===== src/design/stc_pkg.sv =====
// Shared types and constants of the scrolling text console.
// Used by every module of the block; depends on nothing else.
package stc_pkg;

    localparam int POS_W = 11;

    localparam logic [1:0] ADDR_TEXT_ATTR = 2'd0;

    localparam logic [1:0] ACT_PUT   = 2'd0;
    localparam logic [1:0] ACT_CLEAR = 2'd1;
    localparam logic [1:0] ACT_READ  = 2'd2;

    localparam logic [7:0] CH_BACKSPACE = 8'h08;
    localparam logic [7:0] CH_TAB       = 8'h09;
    localparam logic [7:0] CH_NEWLINE   = 8'h0A;
    localparam logic [7:0] CH_RETURN    = 8'h0D;

    localparam logic [15:0] BLANK_CELL = 16'h0720;
    localparam logic [7:0]  ATTR_RESET = 8'h07;

    typedef struct packed {
        logic [1:0] action;
        logic [7:0] char_code;
        logic       end_of_write;
        logic [4:0] read_row;
        logic [6:0] read_col;
    } cmd_t;

    typedef struct packed {
        logic [15:0] cell_value;
        logic [10:0] cursor_pos;
    } rsp_t;

    typedef enum logic [2:0] {
        OP_PRINT,
        OP_NEWLINE,
        OP_RETURN,
        OP_BACKSPACE,
        OP_TAB,
        OP_CLEAR,
        OP_READ,
        OP_NOP
    } op_t;

    typedef struct packed {
        op_t        op;
        logic [7:0] char_code;
        logic       end_of_write;
        logic [4:0] read_row;
        logic [6:0] read_col;
        logic       rd_ok;
    } entry_t;

    typedef enum logic [1:0] {
        BK_IDLE,
        BK_FILL,
        BK_READ
    } back_state_t;

endpackage


===== src/design/stc_front.sv =====
// Front end of the console: takes command transfers and classifies them.
// Depends on stc_pkg; feeds the stc_queue.
module stc_front #(
    parameter int ROWS    = 25,
    parameter int COLUMNS = 80
) (
    input  logic            cmd_valid,
    output logic            cmd_stall,
    input  stc_pkg::cmd_t   cmd,
    input  logic            q_full,
    output logic            q_push,
    output stc_pkg::entry_t q_entry
);

    stc_pkg::op_t op;

    always_comb
    begin
        case (cmd.action)
            stc_pkg::ACT_PUT:
            begin
                case (cmd.char_code)
                    stc_pkg::CH_NEWLINE:   op = stc_pkg::OP_NEWLINE;
                    stc_pkg::CH_RETURN:    op = stc_pkg::OP_RETURN;
                    stc_pkg::CH_BACKSPACE: op = stc_pkg::OP_BACKSPACE;
                    stc_pkg::CH_TAB:       op = stc_pkg::OP_TAB;
                    default:               op = stc_pkg::OP_PRINT;
                endcase
            end
            stc_pkg::ACT_CLEAR: op = stc_pkg::OP_CLEAR;
            stc_pkg::ACT_READ:  op = stc_pkg::OP_READ;
            default:            op = stc_pkg::OP_NOP;
        endcase
    end

    // A read outside the screen is flagged here so the back end returns zero.
    assign q_entry.op           = op;
    assign q_entry.char_code    = cmd.char_code;
    assign q_entry.end_of_write = cmd.end_of_write;
    assign q_entry.read_row     = cmd.read_row;
    assign q_entry.read_col     = cmd.read_col;
    assign q_entry.rd_ok        = (int'(cmd.read_row) < ROWS) && (int'(cmd.read_col) < COLUMNS);

    assign cmd_stall = q_full;
    assign q_push    = cmd_valid && !q_full;

endmodule


===== config.mk =====
export PLATFORM = sky130hd
export DESIGN_NAME = stc_front
export DESIGN_NICKNAME = d
export VERILOG_FILES = /design/src/design/stc_pkg.sv /design/src/design/stc_front.sv
export SDC_FILE = /design/constraint.sdc
export NUM_CORES = 1
export LEC_CHECK = 0
export CAP_MARGIN = 10
export CORE_AREA = 2 2 39 41
export DETAILED_ROUTE_END_ITERATION = 6
export DIE_AREA = 0 0 41 43
export DONT_BUFFER_PORTS = 1
export SYNTH_ARGS = -nofsm -noshare
export SYNTH_HDL_FRONTEND = slang
export SYNTH_SLANG_ARGS = --single-unit
export TNS_END_PERCENT = 1

===== constraint.sdc =====
create_clock -name vclk -period 0.8
set_clock_uncertainty 0.2 [all_clocks]
set_input_delay 0 -clock vclk [all_inputs]
set_output_delay 0 -clock vclk [all_outputs]
set_load 0.05 [all_outputs]

### Yosys cells after proc, flatten, opt, wreduce, memory -nomap -nowiden

Cells that the tools add are included.

| operators by class | value |
|---|---|
| eq/ne operators | 6 |
| multiplexer cells | 2 |
| $lt $le $gt $ge | 2 |
| reductions and logical operators | 4 |

Operators by type and width:

| kind | number |
|---|---|
| 8-bit by 4-bit == test with 1-bit output, second input constant | 4 |
| 3-bit case mux with 4 select lines | 1 |
| 3-bit case mux with 3 select lines | 1 |
| 7-bit < comparator, second input constant | 1 |
| 5-bit < comparator, second input constant | 1 |
| 2-bit by 1-bit == test with 1-bit output, second input constant | 1 |
| 2-bit == test, second input constant | 1 |
| 1-bit logical AND | 2 |
| 2-bit zero test | 1 |
| 1-bit zero test | 1 |

| storage, ports and cells | value |
|---|---|
| bits of input ports | 25 |
| register bits | 0 |
| word-level logic and storage cells | 14 |

### Logic depth before layout (Yosys ltp)

| depth | value |
|---|---|
| word-level depth | 3 |
| gate-level depth with buffers | 4 |

### Least setup slack after synthesis

No wires, ideal clock.

| timing | value |
|---|---|
| kind | input to output |
| start | input cmd[18] in the netlist's numbering |
| end | output q_entry[22] in the netlist's numbering |
| arrival time | 1.571 ns |
| buffers on the path | 0 |
| cell stages on the path | 3 |
| slack | -0.971 ns |
| path through | nor4b_4 -> nand3_1 -> o31ai_1 |

RTL lines:

| item | RTL line | text |
|---|---|---|
| from (decl) | stc_front.sv:9 | `input stc_pkg::cmd_t cmd,` |
| to (decl) | stc_front.sv:12 | `output stc_pkg::entry_t q_entry` |

==> flow_summary.toml <==
[place]
pre_cts_slack_ps = -394.6
numPortBuffers = 0
hpwl_um = 505.2
place_area_um2 = 292.8
place.gp.congestion = 0.6648

[timing]
report.final.setup_viol = 3
whs_ps = -2.306
drv_slew = 0
clock.fmax_ghz = 0.8515
period_needed_ps = 1174
max-slew-margin-rel_pct = 65.87
tightestPinTransition_ps = 514.1
setup_tns_ps = -972.8
setup_ws_ps = -374.4
rsz0062_at_grt = "true"
fin_crit_sh_pct = 146.8
timing_hold_violations_final = 1

[detailed_routing]
wl_um = 799
ant_nets = 0
vias = 282
vias_per_cell = 4.476
first_pass_iters = 2
wl_per_cell_um = 12.68
route.detailed.drc = 0
first_iter_violations = 1

[floorplanning]
die_h_um = 43
start_util_pct = 23.24
pin_count = 52
coreArea_mm2 = 0.001384
rows = 14
die-width_um = 41
die_area_mm2 = 0.001763

[global_route]
grt_start_max_net_pins = 5
antenna_found_initial = 0
grt.total_usage_pct = 8.192
grt_remaining_overflow = 0
grt_pass1_wl_um = 1062
grt_pass1_vias = 282

[logic_synthesis]
netlist_area_um2 = 321.6
synthCells = 42
syn-num-nets = 69
synth_top_area_cell = "buf_4"
yosys-mux-area-fraction_pct = 0
synth_most_common_cell = "buf_4"
synth_top_family_by_area = "buffers and inverters"
yosys.area_share.simple_pct = 19.46
yosys-top-cells-area = "buf_4, ha_1, nor4b_4"
synth_top_area_share_pct = 51.36
synth_compound_area_share_pct = 16.34
ys_seq_area_share_pct = 0
synth_xor_area_share_pct = 2.724
synth_adder_area_share_pct = 7.782
yosysUniqueCellTypes = 16
synth_area_per_cell_um2 = 7.656
yosysWarnings = 0

[critical_path]
crit_family = "simple AND/OR/NAND/NOR gates"
cp_max_fo = 2
cp_slowest_stage_delay_ps = 360
worstPathBufferInverterCount = 1
endpoint_kind = "primary output"
cp.required_ps = 600
cp_cell_sequence = "nor4b_4, nand3b_1, o41ai_4, buf_12"
start_kind = "primary input"
arrival_ps = 970
critPathKind = "in2out"
slowest_stage = "o41ai_4"

[job]
drv_cap = 0

[layout]
final_util_pct = 42.50
nClkBuffers = 0
register_area_um2 = 0
area_delta_synth_final_pct = 82.88
seq_cell_count = 0
drive_above_1_share_pct = 23.40
antenna_cells = 0
nets = 76
finalInstanceArea_um2 = 588.1

[pwr]
p_comb_share_pct = 100.0
p_clk_share_pct = 0
p_int_uw = 202.3
ir_worst_vdd_mv = 0.4049
swShare_pct = 63.15
powerDensity_mw_per_mm2 = 933.4
pwr-share-seq_pct = 0
switching_power_uw = 346.6
leakagePower_nw = 0.4084

[clock_tree]
postCtsSetupBuffers = 0

[run_status]
violations = "hold timing, setup timing"
status = "finished with violations"

[worst_hold_path]
min_path_type = "in2out"
-- kinds of logic (layout without fill, tap and decap cells) --
family,after synthesis,count (layout)
buf+inv,24,29
simple gates,8,8
compound gates,7,7
fa+ha+maj,2,2
xor+xnor,1,1
-- cell usage in the layout, fill, tap and decap left out --
cell type,n
o41ai_4,1
a21oi_1,2
o21ai_2,1
nand3_1,1
nor2b_1,1
o31ai_4,1
xor2_1,1
nor2_1,2
inv_1,2
nand3b_1,1
o311ai_4,1
o21ai_0,1
buf_4,1
ha_1,2
nor4b_4,1
nand2b_1,1
and2_4,1
dlymetal6s4s_1,22
buf_12,4
-- layout make-up --
| class | count | area, um^2 |
|---|---|---|
| fillers | 121 | 795.8 |
| inverters | 2 | 7.507 |
| multi-input cells | 18 | 197.7 |
| well taps | 16 | 20.02 |
| repair buffers | 27 | 362.8 |
-- per-stage QoR --
stage / total power, mW / cells
4_1_cts: 0.5254 / 63
2_1_floorplan: 0.4297 / 42
3_5_place_dp: 0.2244 / 41
3_3_place_gp: 0.2209 / 41
6_report: 0.5489 / 63
5_1_grt: 0.5676 / 63
-- repair_timing --
item	CTS	global route
endpoints found under the setup margin	4	26
pin swaps	1	1
hold buffers	22	0
hold endpoints to repair	22	0
resized for setup	1	25
-- final timing paths --
kind     from           to  cells after the start
min    q_full       q_push                      2
max   cmd[18]  q_entry[23]                      4
-- per-layer routing --
metal	GRT usage [%]	part of all wire (%)
met5	0	0
met4	0	0
met3	0.5236	16
met2	16.88	49
met1	8.544	35
-- power groups by stage --
stage	clock network [mW]	registers, mW	logic (mW)
detailed placement	0	0	0.224
floorplan	0	0	0.430
global route	0	0	0.568
CTS	0	0	0.525
finish	0	0	0.549
global placement	0	0	0.221
Power figures use the tool's default switching activity.
