## src/design/stc_pkg.sv

```systemverilog
// Shared types and constants of the scrolling text console.
// Used by every module of the block; depends on nothing else.
package stc_pkg;

    localparam int POS_W = 11;

    localparam logic [1:0] ADDR_TEXT_ATTR = 2'd0;

    localparam logic [1:0] ACT_PUT   = 2'd0;
    localparam logic [1:0] ACT_CLEAR = 2'd1;
    localparam logic [1:0] ACT_READ  = 2'd2;

    localparam logic [7:0] CH_BACKSPACE = 8'h08;
    localparam logic [7:0] CH_TAB       = 8'h09;
    localparam logic [7:0] CH_NEWLINE   = 8'h0A;
    localparam logic [7:0] CH_RETURN    = 8'h0D;

    localparam logic [15:0] BLANK_CELL = 16'h0720;
    localparam logic [7:0]  ATTR_RESET = 8'h07;

    typedef struct packed {
        logic [1:0] action;
        logic [7:0] char_code;
        logic       end_of_write;
        logic [4:0] read_row;
        logic [6:0] read_col;
    } cmd_t;

    typedef struct packed {
        logic [15:0] cell_value;
        logic [10:0] cursor_pos;
    } rsp_t;

    typedef enum logic [2:0] {
        OP_PRINT,
        OP_NEWLINE,
        OP_RETURN,
        OP_BACKSPACE,
        OP_TAB,
        OP_CLEAR,
        OP_READ,
        OP_NOP
    } op_t;

    typedef struct packed {
        op_t        op;
        logic [7:0] char_code;
        logic       end_of_write;
        logic [4:0] read_row;
        logic [6:0] read_col;
        logic       rd_ok;
    } entry_t;

    typedef enum logic [1:0] {
        BK_IDLE,
        BK_FILL,
        BK_READ
    } back_state_t;

endpackage

```

## src/design/stc_queue.sv

```systemverilog
// Two-entry queue of classified commands between front and back end.
// Depends on stc_pkg for the entry type.
module stc_queue (
    input  logic            clk,
    input  logic            rst_n,
    input  logic            push,
    input  stc_pkg::entry_t push_entry,
    output logic            full,
    input  logic            pop,
    output stc_pkg::entry_t head,
    output logic            nempty
);

    localparam int DEPTH = 2;
    localparam int PTR_W = $clog2(DEPTH);

    stc_pkg::entry_t      slot_reg [DEPTH];
    logic [PTR_W-1:0]     wr_ptr_reg;
    logic [PTR_W-1:0]     rd_ptr_reg;
    logic [PTR_W:0]       count_reg;

    assign full   = (count_reg == (PTR_W+1)'(DEPTH));
    assign nempty = (count_reg != '0);
    assign head   = slot_reg[rd_ptr_reg];

    always_ff @(posedge clk)
    begin
        if (push)
        begin
            slot_reg[wr_ptr_reg] <= push_entry;
        end
    end

    always_ff @(posedge clk or negedge rst_n)
    begin
        if (!rst_n)
        begin
            wr_ptr_reg <= '0;
            rd_ptr_reg <= '0;
            count_reg  <= '0;
        end
        else
        begin
            if (push)
            begin
                wr_ptr_reg <= wr_ptr_reg + 1'b1;
            end
            if (pop)
            begin
                rd_ptr_reg <= rd_ptr_reg + 1'b1;
            end
            if (push && !pop)
            begin
                count_reg <= count_reg + 1'b1;
            end
            else if (pop && !push)
            begin
                count_reg <= count_reg - 1'b1;
            end
        end
    end

endmodule

```

## config.mk

```make
export PLATFORM = sky130hd
export DESIGN_NAME = stc_queue
export DESIGN_NICKNAME = d
export VERILOG_FILES = /design/src/design/stc_pkg.sv /design/src/design/stc_queue.sv
export SDC_FILE = /design/constraint.sdc
export NUM_CORES = 1
export LEC_CHECK = 0
export ABC_AREA = 0
export BUFFER_PORTS_ARGS = -buffer_cell sky130_fd_sc_hd__buf_4
export CORE_MARGIN = 1
export CORE_UTILIZATION = 25
export CTS_CLUSTER_SIZE = 16
export DETAILED_ROUTE_END_ITERATION = 16
export PLACE_DENSITY = 0.47
export SYNTH_ARGS = -nofsm -noshare
export SYNTH_HDL_FRONTEND = slang
export SYNTH_SLANG_ARGS = --single-unit
```

## constraint.sdc

```tcl
create_clock -name clk -period 2.1 [get_ports clk]
set_input_delay 0.315 -clock clk [delete_from_list [all_inputs] [get_ports clk]]
set_output_delay 0.315 -clock clk [all_outputs]
set_load 0.01 [all_outputs]
```

Word level (Yosys, flattened, before mapping)

Memories as Yosys holds them, arrays and structs flattened.
Index checks and enable logic that the tools add are counted.

$add $sub $neg: 4
Equal/unequal tests: 1
Muxes and demuxes: 4
Reductions and logical operators: 6

Operators with widths:

| operator                                         | number |
|---|---|
| two-way mux 2 bit                                | 2 |
| nonzero test 2 bit                               | 2 |
| adder 1 bit, second input constant               | 2 |
| adder 2 x 1 -> 2 bit, second input constant      | 1 |
| == test 2 bit, second input constant             | 1 |
| logical AND 1 bit                                | 2 |
| logical NOT 1 bit                                | 2 |
| two-way mux 1 bit                                | 2 |
| subtractor 2 x 1 -> 2 bit, second input constant | 1 |

Bits in registers: 4
RAM bits: 50
Output and inout port bits: 27
Word-level logic and storage cells: 19
Memories kept: 1

Memories:

| memory   | words | width | rd ports | clocked after memory_dff | wr ports | line            | text |
|---|---|---|---|---|---|---|---|
| slot_reg | 2     | 25    | 1        | 0                        | 1        | stc_queue.sv:17 | `stc_pkg::entry_t slot_reg [DEPTH];` |

Depth between registers and ports, before layout

Depth after elaboration: 4
Mapped depth: 5
Depth with buffers taken out: 5

Worst setup path before layout

No wires, ideal clock.

Path kind: reg-to-reg
Start: reg wr_ptr_reg
End: mem slot_reg[0][0] (netlist name) (enable)
Library setup time: 410 ps
Arrival: 1534 ps
Slack: 156 ps
Stages on the path, launching flop included: 2
Clock period less this slack: 1944 ps
Cell sequence: dfrtp_1 nor2b_1

RTL lines:

| element                | line            | text |
|---|---|---|
| from (decl)            | stc_queue.sv:18 | `logic [PTR_W-1:0] wr_ptr_reg;` |
| from (signal assigned) | stc_queue.sv:46 | `wr_ptr_reg <= wr_ptr_reg + 1'b1;` |
| to (decl)              | stc_queue.sv:17 |  |

No word-level cell before the write port.

==> metrics <==
status=finished, final reports clean; core area=approximately 8200 µm²; mapped cell area=2090 µm²; initial antenna violation count=0; clock slew seen by the registers of the worst setup and hold paths=~0.10 ns; fillers=between 700 and 800; CP max FO=25; Cells after Synth=94; Setup crit end kind=output pin; Die ar.=~8700 µm²; Inserted Diodes=0; PortBufs=55; Die Ht=about 94 µm; largest net degree at the start of global routing=26; Largest register FFs=50; Worst Tran Pin Value=0.467 ns; maximum vdd drop=450 µV; final setup TNS=0 ns; layout cell share with drive strength beyond 1=0.591; PD cells=approximately 1200 nW/µm²; drt via density=3.82; global route overflow=0; min-delay worst type=primary input to register; H-tree depth=2; synth warn=0; WHS Path Cells=2; P_sw=slightly above 0.9 mW; Max Freq=roughly 560 MHz; RSZ-0062 raised after global routing=false; Pre-antenna DRT Iters=3; number of flops mapped to enable cells by yosys=50; Worst Reg-to-Reg Cells=2; cell with the most instances after synthesis=edfxtp_1; Clock power frac=0.200; count of different cell masters after synthesis=14; nets@finish=between 150 and 200; sequential power share=0.442; DRT iter0 DRCs=33; top_reg_cell synth=edfxtp_1; maxcap violations=0; dpl ws=0.598 ns; Net Sw Frac=0.272; setup ws final=0.322 ns; Final Skew=about 0.011 ns; Fin. Hold Viols=0; Synth Net Count=124; vias=1008; Final setup viols=0; worst path arrival time=between 1 and 1.5 ns; sequential element share of the synthesized area=0.765; kind of critical path=register to output pin; DIE WIDTH=93.5 µm; Comb pwr share=0.358; root buf cell=clkbuf_8; post-route ant nets=0; Post-CTS Resized=0; Worst EP required=around 1.8 ns; Final Cycle Share=0.847; total track usage=0.0811; Layout area overhead=31.5%; routability cong.=about 0.65; first-pass GRT wire length=slightly above 5 mm; final worst path period need=~1.8 ns; RR Endpoint=slot_reg[0][22]; slew margin rel.=0.688; Lkg Pwr=~1.1 nW; dpl hpwl=between 2 and 2.5 mm; wire per inst=12.8 µm; clock sink count=54; Worst Hold End=rd_ptr_reg; register bit total from synthesis=between 50 and 60; vias in the first global route=between 1000 and 1500; syn avg cell area=22.3 µm²; Max Slew Vio Count=0; most common library cells after synthesis=edfxtp_1, mux2_4, mux2_2, dfrtp_1, xor2_1; Longest Clk Path Bufs=2; worst r2r src=wr_ptr_reg; insertion delay to the later sink of the worst-skew pair=0.30 ns; Reg2Reg Setup Slack=0.69 ns; synth top area cells=edfxtp_1, mux2_4, dfrtp_1; CTS tree=built; total routed wirelength=3.38 mm; Initial Utilization=0.256; Residual DRC=0; Num CTS Buffers=5; cell taking the most area after synthesis=edfxtp_1; Synth top area share=0.717; internal power=around 2.5 mW; Post-synth ARST share=0.0741; Hold Path Origin=pop; I/O Pins=56; FP Rows=33; CP startpoint kind=register
[stage by stage]
step                 util  instance area (µm²)  hold WS, ns  power [mW]  cells
floorplan               -                 2090       0.0194        2.34     94
global placement    0.322                 2630        0.112        2.78    255
detailed placement  0.322                 2630        0.117        2.80    255
CTS                 0.337                 2760        0.172        3.49    264
global route        0.337                 2760        0.165        3.60    264
finish              0.337                 2760        0.180        3.43    264
[how the worst max path moves through the flow]
stage,from,to,cells past startpoint
6_report,rd_ptr_reg,head[24],3
4_1_cts,rd_ptr_reg,head[4],3
2_1_floorplan,wr_ptr_reg,slot_reg[0][0],1
5_1_grt,rd_ptr_reg,head[24],3
3_3_place_gp,push,slot_reg[0][19],3
3_5_place_dp,push,slot_reg[0][19],3
[critical path, cell delays in order (launching register included)]
cell and delay (ns):
dfrtp_1 0.42, buf_12 0.23, mux2_2 0.36, buf_4 0.14
[cell families (layout without fill, tap and decap cells)]
logic type,count (synthesis),after routing,synth area share
flops,54,54,0.765
buf+inv,4,69,0.0263
fa+ha+maj,1,1,0.00597
simple gates,5,5,0.0137
xor+xnor,5,5,0.0209
mux,25,25,0.168
[area by class of cell]
type	instances	area [µm²]	area share
Inverter	1	3.75	0.00136
Tap cell	105	131	0.0477
Clock buffer	5	68.8	0.0250
Timing Repair Buffer	60	465	0.169
Sequential cell	54	1600	0.581
Clock inverter	3	43.8	0.0159
Multi-Input combinational cell	36	440	0.160
[power groups by stage]
stage | clock network [mW] | registers [mW] | logic [mW]
floorplan | 0 | 1.52 | 0.822
global placement | 0 | 1.53 | 1.25
detailed placement | 0 | 1.54 | 1.26
CTS | 0.706 | 1.52 | 1.26
global route | 0.739 | 1.54 | 1.32
finish | 0.687 | 1.52 | 1.23
[cell usage in the layout (no fill, tap or decap)]
cell type and count:
dlygate4sd3_1 1, xnor2_1 1, ha_1 1, nor2b_2 1
clkbuf_8 5, mux2_4 19, inv_6 1, dfrtp_1 4
xor2_1 4, or2_2 1, nor2b_1 1, and2_1 1
clkinv_2 1, nor2_1 1, buf_4 58, buf_12 1
mux2_2 6, bufinv_16 1, inv_1 1, edfxtp_1 50
[per-layer routing]
metal / up-vias / track usage / share of wire
li1: 482 / - / -
met1: 479 / 0.0899 / 0.41
met2: 40 / 0.137 / 0.50
met3: 7 / 0.0333 / 0.073
met4: 0 / 0.0346 / 0.017
met5: - / 0 / 0
[timing repair]
item                                    in CTS  in global routing
hold buffers                                 1                  0
endpoints found under the setup margin       0                  0
endpoints found under the hold margin        4                  0
setup buffers                                0                  0
No activity file was read; power rests on OpenSTA's default activity.
